[config.mk]
export PLATFORM = sky130hd
export DESIGN_NAME = stable_merge_sorter_core
export DESIGN_NICKNAME = d
export VERILOG_FILES = /design/src/hdl/smsort_pkg.sv /design/src/hdl/smsort_ram.sv /design/src/hdl/smsort_cmp.sv /design/src/hdl/stable_merge_sorter_core.sv
export SDC_FILE = /design/constraint.sdc
export NUM_CORES = 2
export LEC_CHECK = 0
export BUFFER_PORTS_ARGS = -buffer_cell sky130_fd_sc_hd__buf_2
export CORE_ASPECT_RATIO = 1.75
export CORE_MARGIN = 2
export CORE_UTILIZATION = 62
export DETAILED_ROUTE_END_ITERATION = 8
export PLACE_DENSITY = 0.78
export SLEW_MARGIN = 5
export SYNTH_ARGS = -nofsm -noshare
export SYNTH_HDL_FRONTEND = slang
export SYNTH_SLANG_ARGS = --single-unit
export TNS_END_PERCENT = 1
[constraint.sdc]
create_clock -name i_clk -period 8.5 [get_ports i_clk]
set_input_delay 1.7 -clock i_clk [delete_from_list [all_inputs] [get_ports i_clk]]
set_output_delay 1.7 -clock i_clk [all_outputs]
set_load 0.03 [all_outputs]
[src/hdl/smsort_pkg.sv]
package smsort_pkg;

    typedef enum logic [5:0] {
        S_LOAD  = 6'b000001,
        S_RUN   = 6'b000010,
        S_READ  = 6'b000100,
        S_CMP   = 6'b001000,
        S_EREAD = 6'b010000,
        S_EOUT  = 6'b100000
    } t_state;

    typedef struct packed {
        logic a_ok;
        logic b_ok;
    } t_cmp_ctl;

endpackage

[src/hdl/smsort_ram.sv]
module smsort_ram #(
    parameter int W     = 32,
    parameter int DEPTH = 32,
    parameter int AW    = (DEPTH > 1) ? $clog2(DEPTH) : 1
) (
    input  logic          i_clk,
    input  logic          i_we,
    input  logic [AW-1:0] i_waddr,
    input  logic [W-1:0]  i_wdata,
    input  logic [AW-1:0] i_raddr_a,
    input  logic [AW-1:0] i_raddr_b,
    output logic [W-1:0]  o_rdata_a,
    output logic [W-1:0]  o_rdata_b
);

    logic [W-1:0] r_mem [DEPTH];

    always_ff @(posedge i_clk) begin
        if (i_we) begin
            r_mem[i_waddr] <= i_wdata;
        end
        o_rdata_a <= r_mem[i_raddr_a];
        o_rdata_b <= r_mem[i_raddr_b];
    end

endmodule

[src/hdl/smsort_cmp.sv]
module smsort_cmp #(
    parameter int W = 32
) (
    input  smsort_pkg::t_cmp_ctl i_ctl,
    input  logic [W-1:0]         i_a,
    input  logic [W-1:0]         i_b,
    output logic                 o_take_a,
    output logic [W-1:0]         o_data
);

    // take the earlier run on ties to keep the sort stable
    assign o_take_a = i_ctl.a_ok && (!i_ctl.b_ok || ($signed(i_a) <= $signed(i_b)));
    assign o_data   = o_take_a ? i_a : i_b;

endmodule

[src/hdl/stable_merge_sorter_core.sv]
// Channel | Ports                                    | Handshake
// input   | i_value, i_last                          | taken when start & !busy
// result  | o_value_res, o_last_res, o_overflow      | one cycle, marked by o_strobe
//
// Loading accepts one word per cycle; busy stays low while a list is collected.
// After the last word, each merge pass sets up each run, then takes every element
// through a registered RAM read, then compare and write via the shared compare
// unit; ceil(log2(n)) passes. Emission reads each result word, then emits it.
// Synchronous active-low reset returns to loading with an empty list; the RAMs
// are not cleared. The receiver cannot stall: a result is gone after its cycle.
module stable_merge_sorter_core #(
    parameter int MAX_ITEMS   = 32,
    parameter int VALUE_WIDTH = 32
) (
    input  logic                          i_clk,
    input  logic                          i_rst_n,
    input  logic                          start,
    output logic                          busy,
    input  logic signed [VALUE_WIDTH-1:0] i_value,
    input  logic                          i_last,
    output logic                          o_strobe,
    output logic signed [VALUE_WIDTH-1:0] o_value_res,
    output logic                          o_last_res,
    output logic                          o_overflow
);

    localparam int AW = $clog2(MAX_ITEMS);
    localparam int CW = $clog2(MAX_ITEMS + 1);
    localparam int EW = CW + 2;
    localparam logic [CW-1:0] MAX_CNT = CW'(MAX_ITEMS);

    smsort_pkg::t_state r_state, n_state;
    logic [CW-1:0] r_count, n_count;
    logic          r_dropped, n_dropped;
    logic [CW-1:0] r_n, n_n;
    logic [CW:0]   r_w, n_w;
    logic [CW-1:0] r_lo, n_lo;
    logic [CW-1:0] r_mid, n_mid;
    logic [CW-1:0] r_hi, n_hi;
    logic [CW-1:0] r_i, n_i;
    logic [CW-1:0] r_j, n_j;
    logic [CW-1:0] r_k, n_k;
    logic          r_src, n_src;

    logic [EW-1:0]          sum_mid, sum_hi, w2;
    logic [CW-1:0]          cnt_inc, k_inc;
    logic                   accept;
    logic                   we0, we1, wr_load, wr_merge;
    logic [AW-1:0]          waddr, raddr_a, raddr_b;
    logic [VALUE_WIDTH-1:0] wdata;
    logic [VALUE_WIDTH-1:0] m0_a, m0_b, m1_a, m1_b, rd_a, rd_b;
    logic [VALUE_WIDTH-1:0] cmp_data;
    logic                   take_a;
    smsort_pkg::t_cmp_ctl   cmp_ctl;

    assign accept   = start && !busy;
    assign busy     = (r_state != smsort_pkg::S_LOAD);
    assign cnt_inc  = r_count + 1'b1;
    assign k_inc    = r_k + 1'b1;
    assign sum_mid  = {2'b00, r_lo} + {1'b0, r_w};
    assign sum_hi   = {2'b00, r_lo} + {r_w, 1'b0};
    assign w2       = {r_w, 1'b0};

    assign wr_load  = accept && (r_count < MAX_CNT);
    assign wr_merge = (r_state == smsort_pkg::S_CMP);
    assign we0      = wr_load || (wr_merge && r_src);
    assign we1      = wr_merge && !r_src;
    assign waddr    = wr_load ? r_count[AW-1:0] : r_k[AW-1:0];
    assign wdata    = wr_load ? VALUE_WIDTH'(i_value) : cmp_data;
    assign raddr_a  = (r_state == smsort_pkg::S_EREAD) ? r_k[AW-1:0] : r_i[AW-1:0];
    assign raddr_b  = r_j[AW-1:0];
    assign rd_a     = r_src ? m1_a : m0_a;
    assign rd_b     = r_src ? m1_b : m0_b;

    assign cmp_ctl.a_ok = (r_i < r_mid);
    assign cmp_ctl.b_ok = (r_j < r_hi);

    smsort_ram #(.W(VALUE_WIDTH), .DEPTH(MAX_ITEMS), .AW(AW)) u_mem0 (
        .i_clk     (i_clk),
        .i_we      (we0),
        .i_waddr   (waddr),
        .i_wdata   (wdata),
        .i_raddr_a (raddr_a),
        .i_raddr_b (raddr_b),
        .o_rdata_a (m0_a),
        .o_rdata_b (m0_b)
    );

    smsort_ram #(.W(VALUE_WIDTH), .DEPTH(MAX_ITEMS), .AW(AW)) u_mem1 (
        .i_clk     (i_clk),
        .i_we      (we1),
        .i_waddr   (waddr),
        .i_wdata   (wdata),
        .i_raddr_a (raddr_a),
        .i_raddr_b (raddr_b),
        .o_rdata_a (m1_a),
        .o_rdata_b (m1_b)
    );

    smsort_cmp #(.W(VALUE_WIDTH)) u_cmp (
        .i_ctl    (cmp_ctl),
        .i_a      (rd_a),
        .i_b      (rd_b),
        .o_take_a (take_a),
        .o_data   (cmp_data)
    );

    always_comb begin
        n_state   = r_state;
        n_count   = r_count;
        n_dropped = r_dropped;
        n_n       = r_n;
        n_w       = r_w;
        n_lo      = r_lo;
        n_mid     = r_mid;
        n_hi      = r_hi;
        n_i       = r_i;
        n_j       = r_j;
        n_k       = r_k;
        n_src     = r_src;
        unique case (r_state)
            smsort_pkg::S_LOAD: begin
                if (accept) begin
                    if (r_count < MAX_CNT) begin
                        n_count = cnt_inc;
                    end else begin
                        n_dropped = 1'b1;
                    end
                    if (i_last) begin
                        n_n   = (r_count < MAX_CNT) ? cnt_inc : r_count;
                        n_w   = (CW+1)'(1);
                        n_lo  = '0;
                        n_k   = '0;
                        n_src = 1'b0;
                        n_state = (n_n == CW'(1)) ? smsort_pkg::S_EREAD
                                                  : smsort_pkg::S_RUN;
                    end
                end
            end
            smsort_pkg::S_RUN: begin
                n_mid = (sum_mid > {2'b00, r_n}) ? r_n : sum_mid[CW-1:0];
                n_hi  = (sum_hi > {2'b00, r_n}) ? r_n : sum_hi[CW-1:0];
                n_i   = r_lo;
                n_j   = n_mid;
                n_k   = r_lo;
                n_state = smsort_pkg::S_READ;
            end
            smsort_pkg::S_READ: begin
                n_state = smsort_pkg::S_CMP;
            end
            smsort_pkg::S_CMP: begin
                n_k = k_inc;
                if (take_a) begin
                    n_i = r_i + 1'b1;
                end else begin
                    n_j = r_j + 1'b1;
                end
                if (k_inc == r_hi) begin
                    if (r_hi == r_n) begin
                        n_src = !r_src;
                        n_lo  = '0;
                        if (w2 >= {2'b00, r_n}) begin
                            n_k     = '0;
                            n_state = smsort_pkg::S_EREAD;
                        end else begin
                            n_w     = w2[CW:0];
                            n_state = smsort_pkg::S_RUN;
                        end
                    end else begin
                        n_lo    = r_hi;
                        n_state = smsort_pkg::S_RUN;
                    end
                end else begin
                    n_state = smsort_pkg::S_READ;
                end
            end
            smsort_pkg::S_EREAD: begin
                n_state = smsort_pkg::S_EOUT;
            end
            smsort_pkg::S_EOUT: begin
                if (k_inc == r_n) begin
                    n_count   = '0;
                    n_dropped = 1'b0;
                    n_state   = smsort_pkg::S_LOAD;
                end else begin
                    n_k     = k_inc;
                    n_state = smsort_pkg::S_EREAD;
                end
            end
            default: begin
                n_state = smsort_pkg::S_LOAD;
            end
        endcase
    end

    always_ff @(posedge i_clk) begin
        if (!i_rst_n) begin
            r_state   <= smsort_pkg::S_LOAD;
            r_count   <= '0;
            r_dropped <= 1'b0;
        end else begin
            r_state   <= n_state;
            r_count   <= n_count;
            r_dropped <= n_dropped;
        end
    end

    always_ff @(posedge i_clk) begin
        r_n   <= n_n;
        r_w   <= n_w;
        r_lo  <= n_lo;
        r_mid <= n_mid;
        r_hi  <= n_hi;
        r_i   <= n_i;
        r_j   <= n_j;
        r_k   <= n_k;
        r_src <= n_src;
    end

    assign o_strobe    = (r_state == smsort_pkg::S_EOUT);
    assign o_value_res = $signed(rd_a);
    assign o_last_res  = o_strobe && (k_inc == r_n);
    assign o_overflow  = o_strobe && r_dropped;

    a_last_busy: assert property (@(posedge i_clk) disable iff (!i_rst_n)
        (accept && i_last) |=> busy)
        else $error("list end did not start sorting");

    a_emit_range: assert property (@(posedge i_clk) disable iff (!i_rst_n)
        o_strobe |-> (r_k < r_n))
        else $error("emit index beyond list length");

    a_merge_range: assert property (@(posedge i_clk) disable iff (!i_rst_n)
        (r_state == smsort_pkg::S_CMP) |-> ((r_k < r_hi) && (cmp_ctl.a_ok || cmp_ctl.b_ok)))
        else $error("merge step with no element left in run");

    a_merge_count: assert property (@(posedge i_clk) disable iff (!i_rst_n)
        (r_state == smsort_pkg::S_CMP) |-> ((r_i - r_lo) + (r_j - r_mid) == (r_k - r_lo)))
        else $error("merge indices out of step");

endmodule
==> results.md <==
* Worst R2R Start: r_src
* Largest net degree at the start of global routing at 117
* Avg Cell Area, Syn at 17.3 um2
* PwrDens at 274 nW/um2
* Worst Setup SP: r_src
* GRT Util Overall at 40.1%
* I/O Pins at 72
* Status: finished, final reports clean
* Yosys top cell by area: edfxtp_1
* Port Buffers at 71
* Slew Limit Headroom at 13.7%
* Static leakage at 0.0372 uW
* Setup violators final at 0
* Req. time, crit path at 9.11 ns
* Met1 Use GR at 46.8%
* Critical path data arrival time at 6.20 ns
* Starting Density at 62.2%
* DRC errors left at 0
* Die X-Extent at 314 um
* Synth unique cells at 80
* Net Sw Power at 9650 uW
* Met3 usage in global routing at 11.2%
* Post-synth EDFFs at 2098
* Total length of routed wires at 344000 um
* Seq cells post-synth at 2239
* FMAX at 179 MHz
* Setup TNS at 0 ns
* Core ar. at 168000 um2
* Clock Latency Late Sink at 0.86 ns
* Final ANT Viol Nets at 0
* Post-CTS setup buffer count at 0
* Final period util at 65.8%
* CTS tree: done
* Crit-path max FO at 66
* Vias at 66866
* Final total power at 31300 uW
* Critical Path End Type: flip-flop
* Final HPWL DP at 196000 um
* Area occupied by multi-input gates at 37100 um2
* Gate power share at 23.1%
* Vias per inst at 7.98
* GPL Wtd Cong at 1.00
* First-pass detailed-route iteration total at 9
* Synth area leaders: edfxtp_1 60%, mux4_2 18%, mux2i_1 4.7%, dfxtp_1 2.7%, o221ai_1 1.5%
* Grt ovf at 0
* Synth Flop Type: edfxtp_1
* First-pass GRT wire length at 481000 um
* CTS H-tree depth at 4
* Final hold vios at 0
* # resized after CTS at 0
* Cts bufs inserted at 192
* Maxcap violations at 0
* Worst min-delay path class: flip-flop to flip-flop
* Worst vdd ir at 0.000234 V
* Final non-filler cell total at 8376
* Met2 GRT Util at 62.5%
* Clk_skew at 0.0477 ns
* Mapped Area at 104000 um2
* Gr busiest metal: met2
* Number of synthesis warnings at 0
* Share of layout cells above drive strength 1 at 25.9%
* Area grow syn2layout at 9.69%
* Mapped Nets at 6120
* Bufs on Longest Clock Path at 4
* Filler cell count at 10335
* RSZ-0062 raised after global routing: no
* Setup Crit Path Kind: flip-flop to flip-flop
* Clk root buf: clkbuf_16
* Minimum clock period at 5.59 ns
* FP Rows at 199
* Die Y at 546 um
* Wire per inst at 41.1 um
* Sequential-to-total area share from yosys stat at 63.2%
* Final worst slack at 2.91 ns
* FFs w/ async S/R, synth at 0%
* Startpoint types: flip-flop
* Sw Ratio at 30.9%
* Hold wc startpoint: r_state[2]
* Max-slew violation count at 0
* DP Cell Count at 8021
* Detailed Route Iter0 Violations at 10859
* Post-place setup slack at 3.21 ns
* Die area at 171000 um2
* Initial antenna violation count at 24
* FF+latch area at 65800 um2
* Power Internal at 21600 uW
* Clock power share at 28.4%
* Via count of the first global-routing pass at 66984
* Clock-pin slew on the worst setup and hold paths at 0.07 ns
* Hold buffers post-CTS at 0
* Least-Margin Pin Slew at 1.29 ns
* Gate Count Post-Synth at 6008
* Nets at 6116
* Top-area cell type share of the netlist area at 60.5%
* Clock Sinks at 2239
* Sequential power share at 48.5%
placed cells by master, fill, tap and decap left out, drive strengths merged, types with 59 or more instances in the layout:
master and count:
a2111oi 63, a211oi 59, a21oi 271, a221oi 87, and2 62, buf 271, clkbuf 261, dfxtp 141
edfxtp 2098, ha 74, inv 76, mux2 73, mux2i 489, mux4 814, nand2 421, nor2 125
o21ai 73, o221ai 183, o22ai 70
layout make-up:
class	instances	area share, %
diodes	11	0.0241
clock buffers	261	4.70
clock inverters	83	0.758
inverters	72	0.236
multi-input cells	3228	32.4
flip-flops and latches	2239	57.6
well taps	2211	2.42
repair buffers	271	1.83
logic make-up (layout without fill, tap and decap cells):
group           count (synthesis)  count (layout)  share of synthesized area [%]
flops                        2239            2239                           63.2
fa+ha+maj                      76              76                          0.927
mux                          1376            1376                           23.1
simple gates                  769             769                           3.31
compound gates                967             967                           6.73
other cells                     0              11                              0
buf+inv                       541             687                           2.42
xor+xnor                       40              40                          0.363
power by group through the flow:
| stage | Combinational, uW | Sequential [uW] | Clock [uW] |
|---|---|---|---|
| after floorplan | 4000 | 15400 | 0 |
| after global placement | 6770 | 15300 | 0 |
| after detailed placement | 6980 | 15400 | 0 |
| after CTS | 7010 | 15100 | 8870 |
| after global routing | 7520 | 15200 | 9250 |
| final | 7220 | 15200 | 8900 |
registers in the layout (all words and copies together) (netlist names):
signal and cells:
r_dropped 1, r_n 6, r_hi 6, u_mem1.o_rdata_a 32, r_state 6, r_src 1
r_i 6, r_mid 6, r_j 6, u_mem0.o_rdata_b 32, r_k 6, r_count 6
u_mem1.r_mem 1024, u_mem0.o_rdata_a 32, r_lo 6, u_mem0.r_mem 1024, u_mem1.o_rdata_b 32, r_w 7
per-layer routing:
metal | vias to the layer above | routed length (um)
met2 | 6389 | 161000
met5 | - | 133
met4 | 16 | 34100
met1 | 33532 | 100000
met3 | 1811 | 48300
li1 | 25118 | -
Yosys cell counts, drive strengths merged (7+ instances only):
cell,n
o22ai,70
mux2,73
o221ai,183
a211oi,59
a21oi,271
edfxtp,2098
a211o,11
a31oi,15
o21ai,73
buf,200
o21a,12
mux4,814
a21o,10
nand3b,7
inv,71
o31ai,14
ha,74
nand2,421
a32oi,18
a221oi,87
and2,62
a311o,15
nand2b,12
clkbuf,269
nor2,125
nand3,26
dfxtp,141
a311oi,24
xnor2,25
nand4,9
and3,51
mux2i,489
a31o,10
nor2b,13
a2111oi,63
xor2,13
nor3,18
through the flow:
step,util (%),area (um2),hold WS (ns)
finish,68.2,114000,0.532
global route,68.2,114000,0.545
CTS,68.2,114000,0.527
detailed placement,64.5,108000,0.516
global placement,64.5,108000,0.505
floorplan,-,104000,0.477
final timing paths:
check             depth (start not counted)              endpoint  slack [ns]
setup / recovery                         13  u_mem0.r_mem[26][29]        2.91
hold / removal                            2            r_state[3]        0.53
setup reg to reg                         13  u_mem0.r_mem[26][29]        2.91
hold reg to reg                           2            r_state[3]        0.53
worst max-delay path, stage by stage (launching register included):
cell,delay (ns)
edfxtp_1,0.39
buf_12,0.38
mux2i_1,0.39
inv_1,0.11
ha_1,0.34
a21oi_1,0.16
o21ai_0,0.24
a221o_1,0.38
o21ai_0,0.21
nor4b_1,0.60
nor3_2,0.09
buf_4,0.32
a221oi_4,1.11
buf_4,0.50
No activity file was read; power rests on OpenSTA's default activity.
